--- src/hw/rtl/pwsm_pkg.sv ---
// Shared types, constants and command/status structs of the pulse window speed meter.
`timescale 1ns / 1ps

package pwsm_pkg;

   // Item command codes.
   typedef logic [1:0] cmd_type;
   localparam cmd_type CMD_PULSE = 2'd0;
   localparam cmd_type CMD_TICK  = 2'd1;
   localparam cmd_type CMD_CALC  = 2'd2;

   // Configuration register indexes.
   localparam int unsigned CSR_IDX_W  = 2;
   localparam int unsigned CSR_DATA_W = 32;
   typedef logic [CSR_IDX_W-1:0] csr_idx_type;
   localparam csr_idx_type CSR_PULSE_LIMIT     = 2'd0;
   localparam csr_idx_type CSR_TIME_LIMIT      = 2'd1;
   localparam csr_idx_type CSR_STALE_TICKS     = 2'd2;
   localparam csr_idx_type CSR_DISTANCE_FACTOR = 2'd3;

   // Register reset values.
   localparam logic [9:0]  PULSE_LIMIT_RST     = 10'd500;
   localparam logic [31:0] TIME_LIMIT_RST      = 32'd1000000;
   localparam logic [15:0] STALE_TICKS_RST     = 16'd200;
   localparam logic [19:0] DISTANCE_FACTOR_RST = 20'd62172;

   // Arithmetic limits.
   localparam logic [31:0] MIN_TIME   = 32'd2;
   localparam logic [9:0]  MIN_PULSES = 10'd5;
   localparam logic [15:0] SPEED_MAX  = 16'hFFFF;

   // Iterative divider: one quotient bit per cycle.
   localparam int unsigned DIV_STEPS = 32;
   localparam int unsigned DIV_CNT_W = $clog2(DIV_STEPS);
   localparam logic [DIV_CNT_W-1:0] DIV_LAST = DIV_CNT_W'(DIV_STEPS - 1);

   // Controller to datapath commands.
   typedef struct packed {
      logic do_pulse;
      logic do_tick;
      logic calc_prep;
      logic div_start_speed;
      logic speed_zero;
      logic div_step;
      logic speed_finish;
      logic div_start_mean;
      logic mean_finish;
      logic load_out;
   } dp_cmd_type;

   // Datapath to controller status.
   typedef struct packed {
      logic short_time;
      logic many_pulses;
      logic div_last;
   } dp_status_type;

endpackage

--- src/hw/rtl/pwsm_req_if.sv ---
// Input item channel: command and captured pulse period.
`timescale 1ns / 1ps

interface pwsm_req_if;
   logic              valid;
   logic              ready;
   pwsm_pkg::cmd_type cmd;
   logic [31:0]       period;

   modport source (output valid, output cmd, output period, input ready);
   modport sink (input valid, input cmd, input period, output ready);
endinterface

--- src/hw/rtl/pwsm_rsp_if.sv ---
// Result item channel: speed, period change, pulse counts and window time.
`timescale 1ns / 1ps

interface pwsm_rsp_if;
   logic               valid;
   logic               ready;
   logic [15:0]        speed;
   logic signed [31:0] period_change;
   logic [31:0]        total_pulses;
   logic [9:0]         window_pulses;
   logic [31:0]        window_time;

   modport source (output valid, output speed, output period_change, output total_pulses,
                   output window_pulses, output window_time, input ready);
   modport sink (input valid, input speed, input period_change, input total_pulses,
                 input window_pulses, input window_time, output ready);
endinterface

--- src/hw/rtl/pwsm_csr_if.sv ---
// Configuration write channel: register index and write data.
`timescale 1ns / 1ps

interface pwsm_csr_if;
   logic                                valid;
   logic                                ready;
   pwsm_pkg::csr_idx_type               index;
   logic [pwsm_pkg::CSR_DATA_W-1:0]     data;

   modport source (output valid, output index, output data, input ready);
   modport sink (input valid, input index, input data, output ready);
endinterface

--- src/hw/rtl/pwsm_datapath.sv ---
// Datapath: configuration, accumulators, window latch, multiplier, divider, result register.
`timescale 1ns / 1ps

module pwsm_datapath (
   input  logic                            clock,
   input  logic                            reset,
   input  logic                            csr_write,
   input  pwsm_pkg::csr_idx_type           csr_index,
   input  logic [pwsm_pkg::CSR_DATA_W-1:0] csr_data,
   input  logic [31:0]                     req_period,
   input  pwsm_pkg::dp_cmd_type            cmd,
   output pwsm_pkg::dp_status_type         status,
   output logic [15:0]                     rsp_speed,
   output logic signed [31:0]              rsp_period_change,
   output logic [31:0]                     rsp_total_pulses,
   output logic [9:0]                      rsp_window_pulses,
   output logic [31:0]                     rsp_window_time
);

   // Configuration.
   logic [9:0]  pulse_limit_ff, pulse_limit_in;
   logic [31:0] time_limit_ff, time_limit_in;
   logic [15:0] stale_ticks_ff, stale_ticks_in;
   logic [19:0] distance_factor_ff, distance_factor_in;

   // Measurement state.
   logic [31:0] time_accum_ff, time_accum_in;
   logic [9:0]  pulse_accum_ff, pulse_accum_in;
   logic [31:0] pulse_total_ff, pulse_total_in;
   logic [9:0]  latched_pulses_ff, latched_pulses_in;
   logic [31:0] latched_time_ff, latched_time_in;
   logic        window_ready_ff, window_ready_in;
   logic [31:0] tick_now_ff, tick_now_in;
   logic [31:0] stamp_tick_ff, stamp_tick_in;
   logic [31:0] prior_mean_ff, prior_mean_in;
   logic [15:0] speed_ff, speed_in;
   logic [31:0] change_ff, change_in;
   logic [9:0]  used_pulses_ff, used_pulses_in;
   logic [31:0] used_time_ff, used_time_in;

   // Divider.
   logic [31:0]                        quo_ff, quo_in;
   logic [31:0]                        rem_ff, rem_in;
   logic [31:0]                        dvsr_ff, dvsr_in;
   logic [pwsm_pkg::DIV_CNT_W-1:0]     cnt_ff, cnt_in;

   // Result register payload.
   logic [15:0] out_speed_ff, out_speed_in;
   logic [31:0] out_change_ff, out_change_in;
   logic [31:0] out_total_ff, out_total_in;
   logic [9:0]  out_wpulses_ff, out_wpulses_in;
   logic [31:0] out_wtime_ff, out_wtime_in;

   // Combinational helpers.
   logic [31:0] time_sum;
   logic [9:0]  pulse_next;
   logic        window_close;
   logic [31:0] stamp_next;
   logic [31:0] age;
   logic        stale;
   logic [29:0] product;
   logic [32:0] rem_shift;
   logic [32:0] rem_diff;
   logic        round_up;
   logic [32:0] quo_round;

   always_comb begin
      time_sum     = time_accum_ff + req_period;
      pulse_next   = pulse_accum_ff + 10'd1;
      window_close = (pulse_next == pulse_limit_ff) || (time_sum > time_limit_ff);
      stamp_next   = window_ready_ff ? tick_now_ff : stamp_tick_ff;
      age          = tick_now_ff - stamp_next;
      stale        = age > {16'd0, stale_ticks_ff};
      product      = used_pulses_ff * distance_factor_ff;
      rem_shift    = {rem_ff, quo_ff[31]};
      rem_diff     = rem_shift - {1'b0, dvsr_ff};
      round_up     = {rem_ff, 1'b0} >= {1'b0, dvsr_ff};
      quo_round    = {1'b0, quo_ff} + {32'd0, round_up};
   end

   always_comb begin
      pulse_limit_in     = pulse_limit_ff;
      time_limit_in      = time_limit_ff;
      stale_ticks_in     = stale_ticks_ff;
      distance_factor_in = distance_factor_ff;
      time_accum_in      = time_accum_ff;
      pulse_accum_in     = pulse_accum_ff;
      pulse_total_in     = pulse_total_ff;
      latched_pulses_in  = latched_pulses_ff;
      latched_time_in    = latched_time_ff;
      window_ready_in    = window_ready_ff;
      tick_now_in        = tick_now_ff;
      stamp_tick_in      = stamp_tick_ff;
      prior_mean_in      = prior_mean_ff;
      speed_in           = speed_ff;
      change_in          = change_ff;
      used_pulses_in     = used_pulses_ff;
      used_time_in       = used_time_ff;
      quo_in             = quo_ff;
      rem_in             = rem_ff;
      dvsr_in            = dvsr_ff;
      cnt_in             = cnt_ff;
      out_speed_in       = out_speed_ff;
      out_change_in      = out_change_ff;
      out_total_in       = out_total_ff;
      out_wpulses_in     = out_wpulses_ff;
      out_wtime_in       = out_wtime_ff;

      if (csr_write) begin
         case (csr_index)
            pwsm_pkg::CSR_PULSE_LIMIT:     pulse_limit_in     = csr_data[9:0];
            pwsm_pkg::CSR_TIME_LIMIT:      time_limit_in      = csr_data[31:0];
            pwsm_pkg::CSR_STALE_TICKS:     stale_ticks_in     = csr_data[15:0];
            pwsm_pkg::CSR_DISTANCE_FACTOR: distance_factor_in = csr_data[19:0];
            default: begin
            end
         endcase
      end

      if (cmd.do_pulse) begin
         pulse_total_in = pulse_total_ff + 32'd1;
         if (window_close) begin
            latched_time_in   = time_sum;
            latched_pulses_in = pulse_next;
            time_accum_in     = '0;
            pulse_accum_in    = '0;
            window_ready_in   = 1'b1;
         end else begin
            time_accum_in  = time_sum;
            pulse_accum_in = pulse_next;
         end
      end

      if (cmd.do_tick) begin
         tick_now_in = tick_now_ff + 32'd1;
      end

      // Take up a fresh window, then zero the counts if the stamp is too old.
      if (cmd.calc_prep) begin
         window_ready_in = 1'b0;
         stamp_tick_in   = stamp_next;
         used_pulses_in  = stale ? 10'd0 : latched_pulses_ff;
         used_time_in    = stale ? 32'd0 : latched_time_ff;
      end

      // The product never exceeds 30 bits, so it goes straight into the divider.
      if (cmd.div_start_speed) begin
         quo_in  = {2'd0, product};
         rem_in  = '0;
         dvsr_in = used_time_ff;
         cnt_in  = '0;
      end

      if (cmd.speed_zero) begin
         speed_in = '0;
      end

      if (cmd.div_step) begin
         if (!rem_diff[32]) begin
            rem_in = rem_diff[31:0];
            quo_in = {quo_ff[30:0], 1'b1};
         end else begin
            rem_in = rem_shift[31:0];
            quo_in = {quo_ff[30:0], 1'b0};
         end
         cnt_in = cnt_ff + 1'b1;
      end

      if (cmd.speed_finish) begin
         speed_in = (|quo_round[32:16]) ? pwsm_pkg::SPEED_MAX : quo_round[15:0];
      end

      if (cmd.div_start_mean) begin
         quo_in  = used_time_ff;
         rem_in  = '0;
         dvsr_in = {22'd0, used_pulses_ff};
         cnt_in  = '0;
      end

      if (cmd.mean_finish) begin
         if (prior_mean_ff != 32'd0) begin
            change_in = quo_ff - prior_mean_ff;
         end
         prior_mean_in = quo_ff;
      end

      if (cmd.load_out) begin
         out_speed_in   = speed_ff;
         out_change_in  = change_ff;
         out_total_in   = pulse_total_ff;
         out_wpulses_in = used_pulses_ff;
         out_wtime_in   = used_time_ff;
      end
   end

   always_ff @(posedge clock) begin
      if (reset) begin
         pulse_limit_ff     <= pwsm_pkg::PULSE_LIMIT_RST;
         time_limit_ff      <= pwsm_pkg::TIME_LIMIT_RST;
         stale_ticks_ff     <= pwsm_pkg::STALE_TICKS_RST;
         distance_factor_ff <= pwsm_pkg::DISTANCE_FACTOR_RST;
         time_accum_ff      <= '0;
         pulse_accum_ff     <= '0;
         pulse_total_ff     <= '0;
         latched_pulses_ff  <= '0;
         latched_time_ff    <= '0;
         window_ready_ff    <= 1'b0;
         tick_now_ff        <= '0;
         stamp_tick_ff      <= '0;
         prior_mean_ff      <= '0;
         speed_ff           <= '0;
         change_ff          <= '0;
         used_pulses_ff     <= '0;
         used_time_ff       <= '0;
      end else begin
         pulse_limit_ff     <= pulse_limit_in;
         time_limit_ff      <= time_limit_in;
         stale_ticks_ff     <= stale_ticks_in;
         distance_factor_ff <= distance_factor_in;
         time_accum_ff      <= time_accum_in;
         pulse_accum_ff     <= pulse_accum_in;
         pulse_total_ff     <= pulse_total_in;
         latched_pulses_ff  <= latched_pulses_in;
         latched_time_ff    <= latched_time_in;
         window_ready_ff    <= window_ready_in;
         tick_now_ff        <= tick_now_in;
         stamp_tick_ff      <= stamp_tick_in;
         prior_mean_ff      <= prior_mean_in;
         speed_ff           <= speed_in;
         change_ff          <= change_in;
         used_pulses_ff     <= used_pulses_in;
         used_time_ff       <= used_time_in;
      end
   end

   always_ff @(posedge clock) begin
      quo_ff         <= quo_in;
      rem_ff         <= rem_in;
      dvsr_ff        <= dvsr_in;
      cnt_ff         <= cnt_in;
      out_speed_ff   <= out_speed_in;
      out_change_ff  <= out_change_in;
      out_total_ff   <= out_total_in;
      out_wpulses_ff <= out_wpulses_in;
      out_wtime_ff   <= out_wtime_in;
   end

   assign status.short_time  = used_time_ff <= pwsm_pkg::MIN_TIME;
   assign status.many_pulses = used_pulses_ff > pwsm_pkg::MIN_PULSES;
   assign status.div_last    = cnt_ff == pwsm_pkg::DIV_LAST;

   assign rsp_speed         = out_speed_ff;
   assign rsp_period_change = signed'(out_change_ff);
   assign rsp_total_pulses  = out_total_ff;
   assign rsp_window_pulses = out_wpulses_ff;
   assign rsp_window_time   = out_wtime_ff;

endmodule

--- src/hw/rtl/pwsm_ctrl.sv ---
// Controller: sequences each item through the datapath and owns both handshakes.
`timescale 1ns / 1ps

module pwsm_ctrl (
   input  logic                    clock,
   input  logic                    reset,
   input  logic                    req_valid,
   input  pwsm_pkg::cmd_type       req_cmd,
   output logic                    req_ready,
   output logic                    rsp_valid,
   input  logic                    rsp_ready,
   output pwsm_pkg::dp_cmd_type    cmd,
   input  pwsm_pkg::dp_status_type status
);

   typedef enum logic [7:0] {
      ST_IDLE      = 8'b0000_0001,
      ST_PREP      = 8'b0000_0010,
      ST_MUL       = 8'b0000_0100,
      ST_DIV_SPEED = 8'b0000_1000,
      ST_FIN_SPEED = 8'b0001_0000,
      ST_DIV_MEAN  = 8'b0010_0000,
      ST_FIN_MEAN  = 8'b0100_0000,
      ST_LOAD      = 8'b1000_0000
   } state_type;

   state_type state_ff, state_in;
   logic      rsp_valid_ff, rsp_valid_in;
   logic      accept;
   logic      slot_free;

   assign req_ready = state_ff == ST_IDLE;
   assign accept    = req_valid && req_ready;
   assign slot_free = !rsp_valid_ff || rsp_ready;

   always_comb begin
      state_in = state_ff;
      cmd      = '0;
      case (state_ff)
         ST_IDLE: begin
            if (accept) begin
               cmd.do_pulse = req_cmd == pwsm_pkg::CMD_PULSE;
               cmd.do_tick  = req_cmd == pwsm_pkg::CMD_TICK;
               state_in     = (req_cmd == pwsm_pkg::CMD_CALC) ? ST_PREP : ST_LOAD;
            end
         end
         ST_PREP: begin
            cmd.calc_prep = 1'b1;
            state_in      = ST_MUL;
         end
         ST_MUL: begin
            if (status.short_time) begin
               cmd.speed_zero = 1'b1;
               state_in       = ST_LOAD;
            end else begin
               cmd.div_start_speed = 1'b1;
               state_in            = ST_DIV_SPEED;
            end
         end
         ST_DIV_SPEED: begin
            cmd.div_step = 1'b1;
            if (status.div_last) begin
               state_in = ST_FIN_SPEED;
            end
         end
         ST_FIN_SPEED: begin
            cmd.speed_finish = 1'b1;
            if (status.many_pulses) begin
               cmd.div_start_mean = 1'b1;
               state_in           = ST_DIV_MEAN;
            end else begin
               state_in = ST_LOAD;
            end
         end
         ST_DIV_MEAN: begin
            cmd.div_step = 1'b1;
            if (status.div_last) begin
               state_in = ST_FIN_MEAN;
            end
         end
         ST_FIN_MEAN: begin
            cmd.mean_finish = 1'b1;
            state_in        = ST_LOAD;
         end
         ST_LOAD: begin
            if (slot_free) begin
               cmd.load_out = 1'b1;
               state_in     = ST_IDLE;
            end
         end
         default: begin
            state_in = ST_IDLE;
         end
      endcase
   end

   always_comb begin
      rsp_valid_in = rsp_valid_ff;
      if (rsp_ready) begin
         rsp_valid_in = 1'b0;
      end
      if (cmd.load_out) begin
         rsp_valid_in = 1'b1;
      end
   end

   always_ff @(posedge clock) begin
      if (reset) begin
         state_ff     <= ST_IDLE;
         rsp_valid_ff <= 1'b0;
      end else begin
         state_ff     <= state_in;
         rsp_valid_ff <= rsp_valid_in;
      end
   end

   assign rsp_valid = rsp_valid_ff;

`ifndef SYNTH
   // A result is never written over one that has not been taken.
   a_no_overwrite: assert property (@(posedge clock) disable iff (reset)
      cmd.load_out |-> (!rsp_valid_ff || rsp_ready))
      else $error("result register loaded while occupied");

   // A calc transaction starts the calculation sequence.
   a_calc_starts: assert property (@(posedge clock) disable iff (reset)
      (accept && req_cmd == pwsm_pkg::CMD_CALC) |=> state_ff == ST_PREP)
      else $error("calc transaction did not enter preparation");

   // Pulse, tick and unknown transactions go straight to the result load.
   a_simple_item: assert property (@(posedge clock) disable iff (reset)
      (accept && req_cmd != pwsm_pkg::CMD_CALC) |=> state_ff == ST_LOAD)
      else $error("simple transaction did not go to result load");

   // The speed division ends after its last step.
   a_speed_div_end: assert property (@(posedge clock) disable iff (reset)
      (state_ff == ST_DIV_SPEED && status.div_last) |=> state_ff == ST_FIN_SPEED)
      else $error("speed division did not finish");

   // Each completed load raises the result valid in the next cycle.
   a_load_valid: assert property (@(posedge clock) disable iff (reset)
      cmd.load_out |=> rsp_valid_ff)
      else $error("result valid not raised after load");
`endif

endmodule

--- src/hw/rtl/pulse_window_speed_meter.sv ---
// Top level of the pulse window speed meter: controller, datapath and channel ports.
`timescale 1ns / 1ps

// Pulse window speed meter. Each request transaction carries a command: a pulse adds its
// captured period to the window time sum and counts the pulse, latching the window when the
// pulse count reaches pulse_limit or the time sum exceeds time_limit; a tick advances the
// system tick counter; a calc takes up a freshly latched window, zeroes it if it is older
// than stale_ticks, and computes speed = pulses * distance_factor / time rounded half up and
// saturated at 65535 (0 when time is 2 or less), plus, when time is above 2, the change of
// mean pulse period when the window has more than 5 pulses. Every request transaction yields
// exactly one response transaction with the state after that command. One item is processed
// at a time: pulse, tick and unknown commands go from idle straight to the result load; a calc
// passes through preparation and the multiply state, then, unless time is short, the speed
// division and, with more than 5 pulses, the mean division, before the result load. The
// result load waits until the result register is free. The shared 32-step restoring divider
// is used once for the speed and once for the mean period. A result waits in an output
// register, so the next request is accepted while it is still pending; a new result loads
// only once the previous one has been taken. Configuration writes are always accepted and
// take effect at once; they are meant to be issued while no item is in flight.

module pulse_window_speed_meter (
   input  logic          clock,
   input  logic          reset,
   pwsm_req_if.sink      req,
   pwsm_rsp_if.source    rsp,
   pwsm_csr_if.sink      csr
);

   pwsm_pkg::dp_cmd_type    dp_cmd;
   pwsm_pkg::dp_status_type dp_status;

   // The configuration registers are plain flops, so a write never needs to wait.
   assign csr.ready = 1'b1;

   pwsm_ctrl u_ctrl (
      .clock     (clock),
      .reset     (reset),
      .req_valid (req.valid),
      .req_cmd   (req.cmd),
      .req_ready (req.ready),
      .rsp_valid (rsp.valid),
      .rsp_ready (rsp.ready),
      .cmd       (dp_cmd),
      .status    (dp_status)
   );

   pwsm_datapath u_datapath (
      .clock             (clock),
      .reset             (reset),
      .csr_write         (csr.valid),
      .csr_index         (csr.index),
      .csr_data          (csr.data),
      .req_period        (req.period),
      .cmd               (dp_cmd),
      .status            (dp_status),
      .rsp_speed         (rsp.speed),
      .rsp_period_change (rsp.period_change),
      .rsp_total_pulses  (rsp.total_pulses),
      .rsp_window_pulses (rsp.window_pulses),
      .rsp_window_time   (rsp.window_time)
   );

endmodule

--- src/flat_wrapper.sv ---
// flat-port wrapper written by rule: the top's interface ports become plain ports
module pulse_window_speed_meter_flat 
  (clock, reset, req_valid, req_cmd, req_period, req_ready, rsp_valid, rsp_speed, rsp_period_change, rsp_total_pulses, rsp_window_pulses, rsp_window_time, rsp_ready, csr_valid, csr_index, csr_data, csr_ready);
  pwsm_req_if req_i ();
  pwsm_rsp_if rsp_i ();
  pwsm_csr_if csr_i ();
  input  logic clock;
  input  logic reset;
  input wire logic [$bits(req_i.valid)-1:0] req_valid;
  input wire logic [$bits(req_i.cmd)-1:0] req_cmd;
  input wire logic [$bits(req_i.period)-1:0] req_period;
  output wire logic [$bits(req_i.ready)-1:0] req_ready;
  output wire logic [$bits(rsp_i.valid)-1:0] rsp_valid;
  output wire logic [$bits(rsp_i.speed)-1:0] rsp_speed;
  output wire logic [$bits(rsp_i.period_change)-1:0] rsp_period_change;
  output wire logic [$bits(rsp_i.total_pulses)-1:0] rsp_total_pulses;
  output wire logic [$bits(rsp_i.window_pulses)-1:0] rsp_window_pulses;
  output wire logic [$bits(rsp_i.window_time)-1:0] rsp_window_time;
  input wire logic [$bits(rsp_i.ready)-1:0] rsp_ready;
  input wire logic [$bits(csr_i.valid)-1:0] csr_valid;
  input wire logic [$bits(csr_i.index)-1:0] csr_index;
  input wire logic [$bits(csr_i.data)-1:0] csr_data;
  output wire logic [$bits(csr_i.ready)-1:0] csr_ready;
  assign req_i.valid = req_valid;
  assign req_i.cmd = req_cmd;
  assign req_i.period = req_period;
  assign req_ready = req_i.ready;
  assign rsp_valid = rsp_i.valid;
  assign rsp_speed = rsp_i.speed;
  assign rsp_period_change = rsp_i.period_change;
  assign rsp_total_pulses = rsp_i.total_pulses;
  assign rsp_window_pulses = rsp_i.window_pulses;
  assign rsp_window_time = rsp_i.window_time;
  assign rsp_i.ready = rsp_ready;
  assign csr_i.valid = csr_valid;
  assign csr_i.index = csr_index;
  assign csr_i.data = csr_data;
  assign csr_ready = csr_i.ready;
  pulse_window_speed_meter u_core (.clock(clock), .reset(reset), .req(req_i), .rsp(rsp_i), .csr(csr_i));
endmodule
--- config.mk ---
export PLATFORM = sky130hd
export DESIGN_NAME = pulse_window_speed_meter_flat
export DESIGN_NICKNAME = d
export VERILOG_FILES = /design/src/hw/rtl/pwsm_pkg.sv /design/src/hw/rtl/pwsm_req_if.sv /design/src/hw/rtl/pwsm_rsp_if.sv /design/src/hw/rtl/pwsm_csr_if.sv /design/src/hw/rtl/pwsm_datapath.sv /design/src/hw/rtl/pwsm_ctrl.sv /design/src/hw/rtl/pulse_window_speed_meter.sv /design/src/flat_wrapper.sv
export SDC_FILE = /design/constraint.sdc
export NUM_CORES = 2
export LEC_CHECK = 0
export ABC_CLOCK_PERIOD_IN_PS = 8800
export BUFFER_PORTS_ARGS = -buffer_cell sky130_fd_sc_hd__buf_2
export CAP_MARGIN = 20
export CORE_ASPECT_RATIO = 0.8
export CORE_MARGIN = 1.5
export CORE_UTILIZATION = 33
export CTS_BUF_LIST = sky130_fd_sc_hd__clkbuf_4 sky130_fd_sc_hd__clkbuf_8
export CTS_CLUSTER_SIZE = 14
export DETAILED_ROUTE_END_ITERATION = 16
export PLACE_DENSITY = 0.45
export SYNTH_ARGS = -nofsm -noshare
export SYNTH_HDL_FRONTEND = slang
export SYNTH_SLANG_ARGS = --single-unit
--- constraint.sdc ---
create_clock -name clock -period 8.8 [get_ports clock]
set_input_delay 1.76 -clock clock [delete_from_list [all_inputs] [get_ports clock]]
set_output_delay 1.76 -clock clock [all_outputs]
set_load 0.05 [all_outputs]
# Word level (Yosys, flattened, before mapping)

Cells that the tools add are included.

Bits in writable memories: 0
Bits in registers: 613
Memories: 0
ROM bits: 0
Latch bits: 0
Output and inout bits: 125

Bitwise logic cells: 0
Reduce and logical (&&, ||, !) cells: 22
Multiply operators: 1
Add/subtract/negate cells: 9
Shift operators: 0
Muxes and demuxes: 41
Magnitude comparators: 5
Divide/modulo/power cells: 0
Equality and inequality tests: 19

Operators with widths:

| cell                                                                               | count |
|---|---|
| 32-bit 2-to-1 mux                                                                  | 9 |
| 32-bit by 1-bit adder with 32-bit output (second input constant)                   | 2 |
| 8-bit case mux with 8 select lines                                                 | 1 |
| 32-bit subtractor                                                                  | 2 |
| 8-bit 2-to-1 mux                                                                   | 7 |
| 16-bit 2-to-1 mux                                                                  | 3 |
| 10-bit 2-to-1 mux                                                                  | 4 |
| 32-bit by 1-bit adder with 33-bit output                                           | 1 |
| 33-bit by 32-bit greater-or-equal comparator with 1-bit output                     | 1 |
| 33-bit by 32-bit subtractor with 33-bit output                                     | 1 |
| 32-bit adder                                                                       | 1 |
| 32-bit by 16-bit > comparator with 1-bit output                                    | 1 |
| 32-bit > comparator                                                                | 1 |
| 32-bit by 2-bit less-or-equal comparator with 1-bit output (second input constant) | 1 |
| 32-bit nonzero test                                                                | 1 |
| 10-bit by 20-bit multiplier with 30-bit output                                     | 1 |
| 17-bit OR reduction                                                                | 1 |
| 2-bit AND reduction                                                                | 6 |
| 1-bit 2-to-1 mux                                                                   | 11 |
| 10-bit by 1-bit adder with 10-bit output (second input constant)                   | 1 |
| 10-bit equality test                                                               | 1 |
| 10-bit by 3-bit > comparator with 1-bit output (second input constant)             | 1 |
| 5-bit 2-to-1 mux                                                                   | 2 |
| 8-bit by 1-bit equality test with 1-bit output (second input constant)             | 1 |
| other kinds (22)                                                                   | 36 |

# Longest topological paths before layout

Depth after elaboration: 6
Depth in mapped cells: 24
Depth with buffers taken out: 22

# By module

A second synthesis with hierarchy kept.

Cell total of the unflattened synthesis: 4249
Area, all modules: 38195.4 sq um

By module, submodules not included:

| module                   | area an instance (sq um) | times used | sequential area each (sq um) | cells an instance |
|---|---|---|---|---|
| pwsm_datapath            | 37583.5                  | 1          | 13733.2                      | 4179 |
| pwsm_ctrl                | 600.6                    | 1          | 180.2                        | 68 |
| pulse_window_speed_meter | 11.3                     | 1          | 0.0                          | 2 |

# Least setup slack after synthesis

OpenSTA, ideal clock, no wires.

Kind: input to register
Start: input port rsp_ready
End: register u_core.u_datapath.out_change_ff[0] (netlist: u_core.u_datapath.rsp_period_change[0]) (enable)
Arrival: 7.261 ns
Stages: 2
Path buffers: 0
Slack: 0.922 ns
Data required time: 8.183 ns
Path through: nand2b_1 -> nor2b_1

RTL lines:

| item                 | RTL line             | RTL |
|---|---|---|
| start, declared      | flat_wrapper.sv:19   | `input wire logic [$bits(rsp_i.ready)-1:0] rsp_ready;` |
| end signal, assigned | pwsm_datapath.sv:242 | `out_change_ff <= out_change_in;` |
| end, declared        | pwsm_datapath.sv:49  | `logic [31:0] out_change_ff, out_change_in;` |

# Worst setup path in the final report

Start: input port req_period[0]
End: register u_core.u_datapath.time_accum_ff[27]

Word-level cells in the longest chain between the ends: 4

RTL lines:

| item                               | RTL line             | RTL |
|---|---|---|
| start, declared                    | flat_wrapper.sv:11   | `input wire logic [$bits(req_i.period)-1:0] req_period;` |
| 32-bit adder                       | pwsm_datapath.sv:68  | `time_sum = time_accum_ff + req_period;` |
| net u_core.u_datapath.time_sum[26] | pwsm_datapath.sv:55  | `logic [31:0] time_sum;` |
| 32-bit > comparator                | pwsm_datapath.sv:70  | `window_close = (pulse_next == pulse_limit_ff) \|\| (time_sum > time_limit_ff);` |
| 1-bit logical OR                   | pwsm_datapath.sv:70  |  |
| 32-bit 2-to-1 mux                  | pwsm_datapath.sv:122 | `if (window_close) begin` |
| end signal, assigned               | pwsm_datapath.sv:220 | `time_accum_ff <= time_accum_in;` |
| end, declared                      | pwsm_datapath.sv:27  | `logic [31:0] time_accum_ff, time_accum_in;` |

The timed path passes the listed nets, and every way through them passes these cells.
A chain may end at the register's enable or synchronous reset.

==> flow_summary.json <==
{
  "cp_data_arrival_time_ns": 7.82,
  "nNetsFinal": 4968,
  "syn-num-nets": 4835,
  "rsz0062_at_grt": "false",
  "vias_per_cell": 5.10,
  "crit_top_cell": "a21oi_1",
  "worstSetupEndpointType": "flop",
  "hold_buffers": 0,
  "drv_cap": 0,
  "htree_levels": 3,
  "ys.flop_type": "dfxtp_1",
  "r2r-end": "u_core.u_datapath.quo_ff[25]",
  "ctsLongestPathBuffers": 3,
  "cts_tree": "yes",
  "vias": 31200,
  "postSynthAreaPerCell_um2": 8.69,
  "min_from": "u_core.u_datapath.change_ff[6]",
  "num_rows": 111,
  "power_uw": 6630,
  "clkTransAtPathRegs_ns": 0.06,
  "grt_pass1_wl_mm": 180,
  "fin_setup_tns_ns": 0,
  "numCtsBuffers": 110,
  "syn2layout_area_growth_pct": 12.8,
  "insertion_delay_ns": 0.83,
  "ir_worst_vdd_v": 0.000128,
  "wire_per_inst_um": 19.2,
  "synth_edf_count": 164,
  "route.final.wire_length_mm": 117,
  "drtIter0Drc": 2065,
  "regToRegSetupSlack_ns": 2.13,
  "crit_chain": "buf_2, ha_1, fa_1, a21oi_1, o22a_1, a221oi_1, a221oi_1, a211oi_1, o211ai_1, a21oi_1, xnor2_1, inv_1, ha_1, nand4_1, or2_1, nor3_1, nand4_1, o21ai_0, o211a_2, and2_1, nand3_1, a21oi_1",
  "yosysWarnings": 0,
  "grt_use_total_pct": 19.7,
  "cts_sinks": 613,
  "syn_inst": 4371,
  "cts_setup_buffers": 0,
  "final_hold_viol_count": 0,
  "cts-resized-gates": 0,
  "start_util_pct": 33.2,
  "setup_violations": 0,
  "relSlewSlack_pct": 31.0,
  "cp_top_family": "compound AO/OA/AOI/OAI gates",
  "cts_root_buf": "clkbuf_8",
  "grt_pass1_vias": 29400,
  "drtPass1Iterations": 5,
  "port_buffers": 196,
  "worstSetupStartpointType": "primary input",
  "cpPeakStageDelay_ns": 0.73,
  "r2r_cells": 20,
  "place_area_um2": 40400,
  "fmax_ghz": 0.141,
  "whs_endpoint": "u_core.u_datapath.rsp_period_change[6]",
  "min_delay_path_depth": 0,
  "gp_congestion": 0.852,
  "seq_area_frac_synth_pct": 36.6,
  "status": "completed",
  "fp.dieW_um": 382,
  "grt_overflow": 0,
  "antenna_left": 0,
  "period_share_pct": 80.4,
  "coreArea_um2": 114000,
  "dieArea_um2": 117000,
  "grt_antenna_before_repair": 5,
  "drv_slew": 0,
  "fin_area_um2": 42800,
  "rr_startpoint": "u_core.u_datapath.used_pulses_ff[3]",
  "synthesis.area_um2": 38000,
  "tightest_slew_ns": 1.03,
  "ys_ff_latch": 613,
  "p_leak_uw": 0.0180,
  "cp_data_required_time_ns": 9.55,
  "dp_hpwl_mm": 87.5,
  "cpMaxStageDelayCell": "a221oi_1",
  "worst-path-buf-inv": 2,
  "die_height_um": 306,
  "grt_max_degree": 132,
  "drc": 0,
  "ios": 198,
  "ys_types": 90,
  "critPathKind": "in2reg",
  "drive_gt1_share_pct": 10.6,
  "fin_hold_ws_ns": 0.429,
  "period_needed_ns": 7.07,
  "power.density_nw_per_um2": 155,
  "crit_path_max_fanout": 20,
  "hp-class": "reg2reg",
  "async_reset_ff_share_pct": 0,
  "finClkSkew_ns": 0.0514
}
cell type report:
cell class,instances,area [um2]
fill,11800,71500
multi-input combinational,3198,22000
clock inverter,36,308
antenna,1,2.50
clock buffer,167,2090
inverter,345,1290
timing repair buffer,236,1310
tap,1525,1910
sequential,613,13900
cells by family after synthesis:
group	after synthesis	synth area share, %
AOI/OAI and AO/OA	938	15.2
xor gates and xnor gates	198	4.72
adders and majority gates	391	15.8
buffers and inverters	560	5.70
DFF	613	36.6
muxes	113	2.98
other	1	0.00987
and+or+nand+nor	1557	19.0
registers in the layout, summed over array words and instances, names as in the netlist, 10 cells and up:
name	cells
u_core.u_datapath.change_ff	32
u_core.u_datapath.distance_factor_ff	20
u_core.u_datapath.dvsr_ff	32
u_core.u_datapath.latched_pulses_ff	10
u_core.u_datapath.latched_time_ff	32
u_core.u_datapath.prior_mean_ff	32
u_core.u_datapath.pulse_accum_ff	10
u_core.u_datapath.pulse_limit_ff	10
u_core.u_datapath.pulse_total_ff	32
u_core.u_datapath.quo_ff	32
u_core.u_datapath.rem_ff	32
u_core.u_datapath.rsp_period_change	32
u_core.u_datapath.rsp_speed	16
u_core.u_datapath.rsp_total_pulses	32
u_core.u_datapath.rsp_window_pulses	10
u_core.u_datapath.rsp_window_time	32
u_core.u_datapath.speed_ff	16
u_core.u_datapath.stale_ticks_ff	16
u_core.u_datapath.stamp_tick_ff	32
u_core.u_datapath.tick_now_ff	32
u_core.u_datapath.time_accum_ff	32
u_core.u_datapath.time_limit_ff	32
u_core.u_datapath.used_pulses_ff	10
u_core.u_datapath.used_time_ff	32
through the flow:
step | instances | worst slack (ns) | utilization, %
6_report | 6121 | 1.73 | 37.5
5_1_grt | 6121 | 1.29 | 37.5
4_1_cts | 6119 | 1.87 | 37.5
3_5_place_dp | 5916 | 0.986 | 35.4
3_3_place_gp | 5916 | 1.10 | 35.4
2_1_floorplan | 4371 | 0.922 | -
power by group:
part / total, uW / leakage [uW] / internal (uW) / switching (uW)
logic: 724 / 0.0116 / 257 / 467
registers: 2990 / 0.00509 / 2940 / 51.3
clock network: 2910 / 0.00128 / 1610 / 1290
worst max-delay path by stage:
stage                                                         to     startpoint  cells past startpoint  slack, ns
final                        u_core.u_datapath.time_accum_ff[27]  req_period[0]                     22       1.73
after global routing         u_core.u_datapath.time_accum_ff[27]  req_period[0]                     22       1.29
after CTS                    u_core.u_datapath.time_accum_ff[27]  req_period[0]                     22       1.87
after detailed placement     u_core.u_datapath.time_accum_ff[27]  req_period[0]                     22       0.99
after global placement       u_core.u_datapath.time_accum_ff[27]  req_period[0]                     22       1.10
after floorplan           u_core.u_datapath.rsp_period_change[0]      rsp_ready                      2       0.92
metal layers:
layer	track usage [%]	share of wire [%]
met5	0	0.011
met4	4.84	1.9
met3	3.04	4.9
met2	29.7	43
met1	29.2	50
worst reg2reg max path, stage by stage, from the launching register on:
cell and delay (ns):
dfxtp_1 0.82, buf_4 0.39, nand2_1 0.12, fa_1 0.55, inv_1 0.05, fa_1 0.51, fa_1 0.44, fa_1 0.55
inv_1 0.05, fa_1 0.54, inv_1 0.05, ha_1 0.37, a21oi_1 0.17, nor2b_1 0.05, o21ai_0 0.17, o21ai_0 0.15
a211oi_1 0.62, o31ai_1 0.17, a211oi_1 0.25, a211oi_1 0.10, a221o_1 0.29
synth_stat cells, drive strengths merged, types with 25 or more instances:
| cell | number | share of area, % |
|---|---|---|
| a211oi | 65 | 1.3 |
| a21o | 76 | 1.5 |
| a21oi | 362 | 4.8 |
| a31oi | 25 | 0.41 |
| and2 | 113 | 1.9 |
| and3 | 48 | 0.81 |
| buf | 28 | 0.39 |
| clkbuf | 187 | 1.9 |
| dfxtp | 449 | 24 |
| edfxtp | 164 | 13 |
| fa | 146 | 7.7 |
| ha | 245 | 8.1 |
| inv | 345 | 3.4 |
| mux2i | 111 | 2.9 |
| nand2 | 672 | 6.6 |
| nand2b | 29 | 0.48 |
| nand3 | 121 | 1.6 |
| nand4 | 55 | 0.91 |
| nor2 | 290 | 2.9 |
| nor2b | 33 | 0.54 |
| nor3 | 71 | 0.94 |
| nor4 | 29 | 0.53 |
| o211ai | 32 | 0.63 |
| o21a | 32 | 0.63 |
| o21ai | 196 | 2.6 |
| or3 | 39 | 0.64 |
| xnor2 | 93 | 2.1 |
| xor2 | 101 | 2.3 |
cells in the final DEF (no fill, tap or decap), types with 133 or more instances in the layout:
master,instances
inv_1,342
ha_1,245
buf_2,195
nand2_1,672
dfxtp_1,448
clkbuf_8,133
fa_1,146
edfxtp_1,164
nor2_1,286
a21oi_1,353
Power figures use the tool's default switching activity.
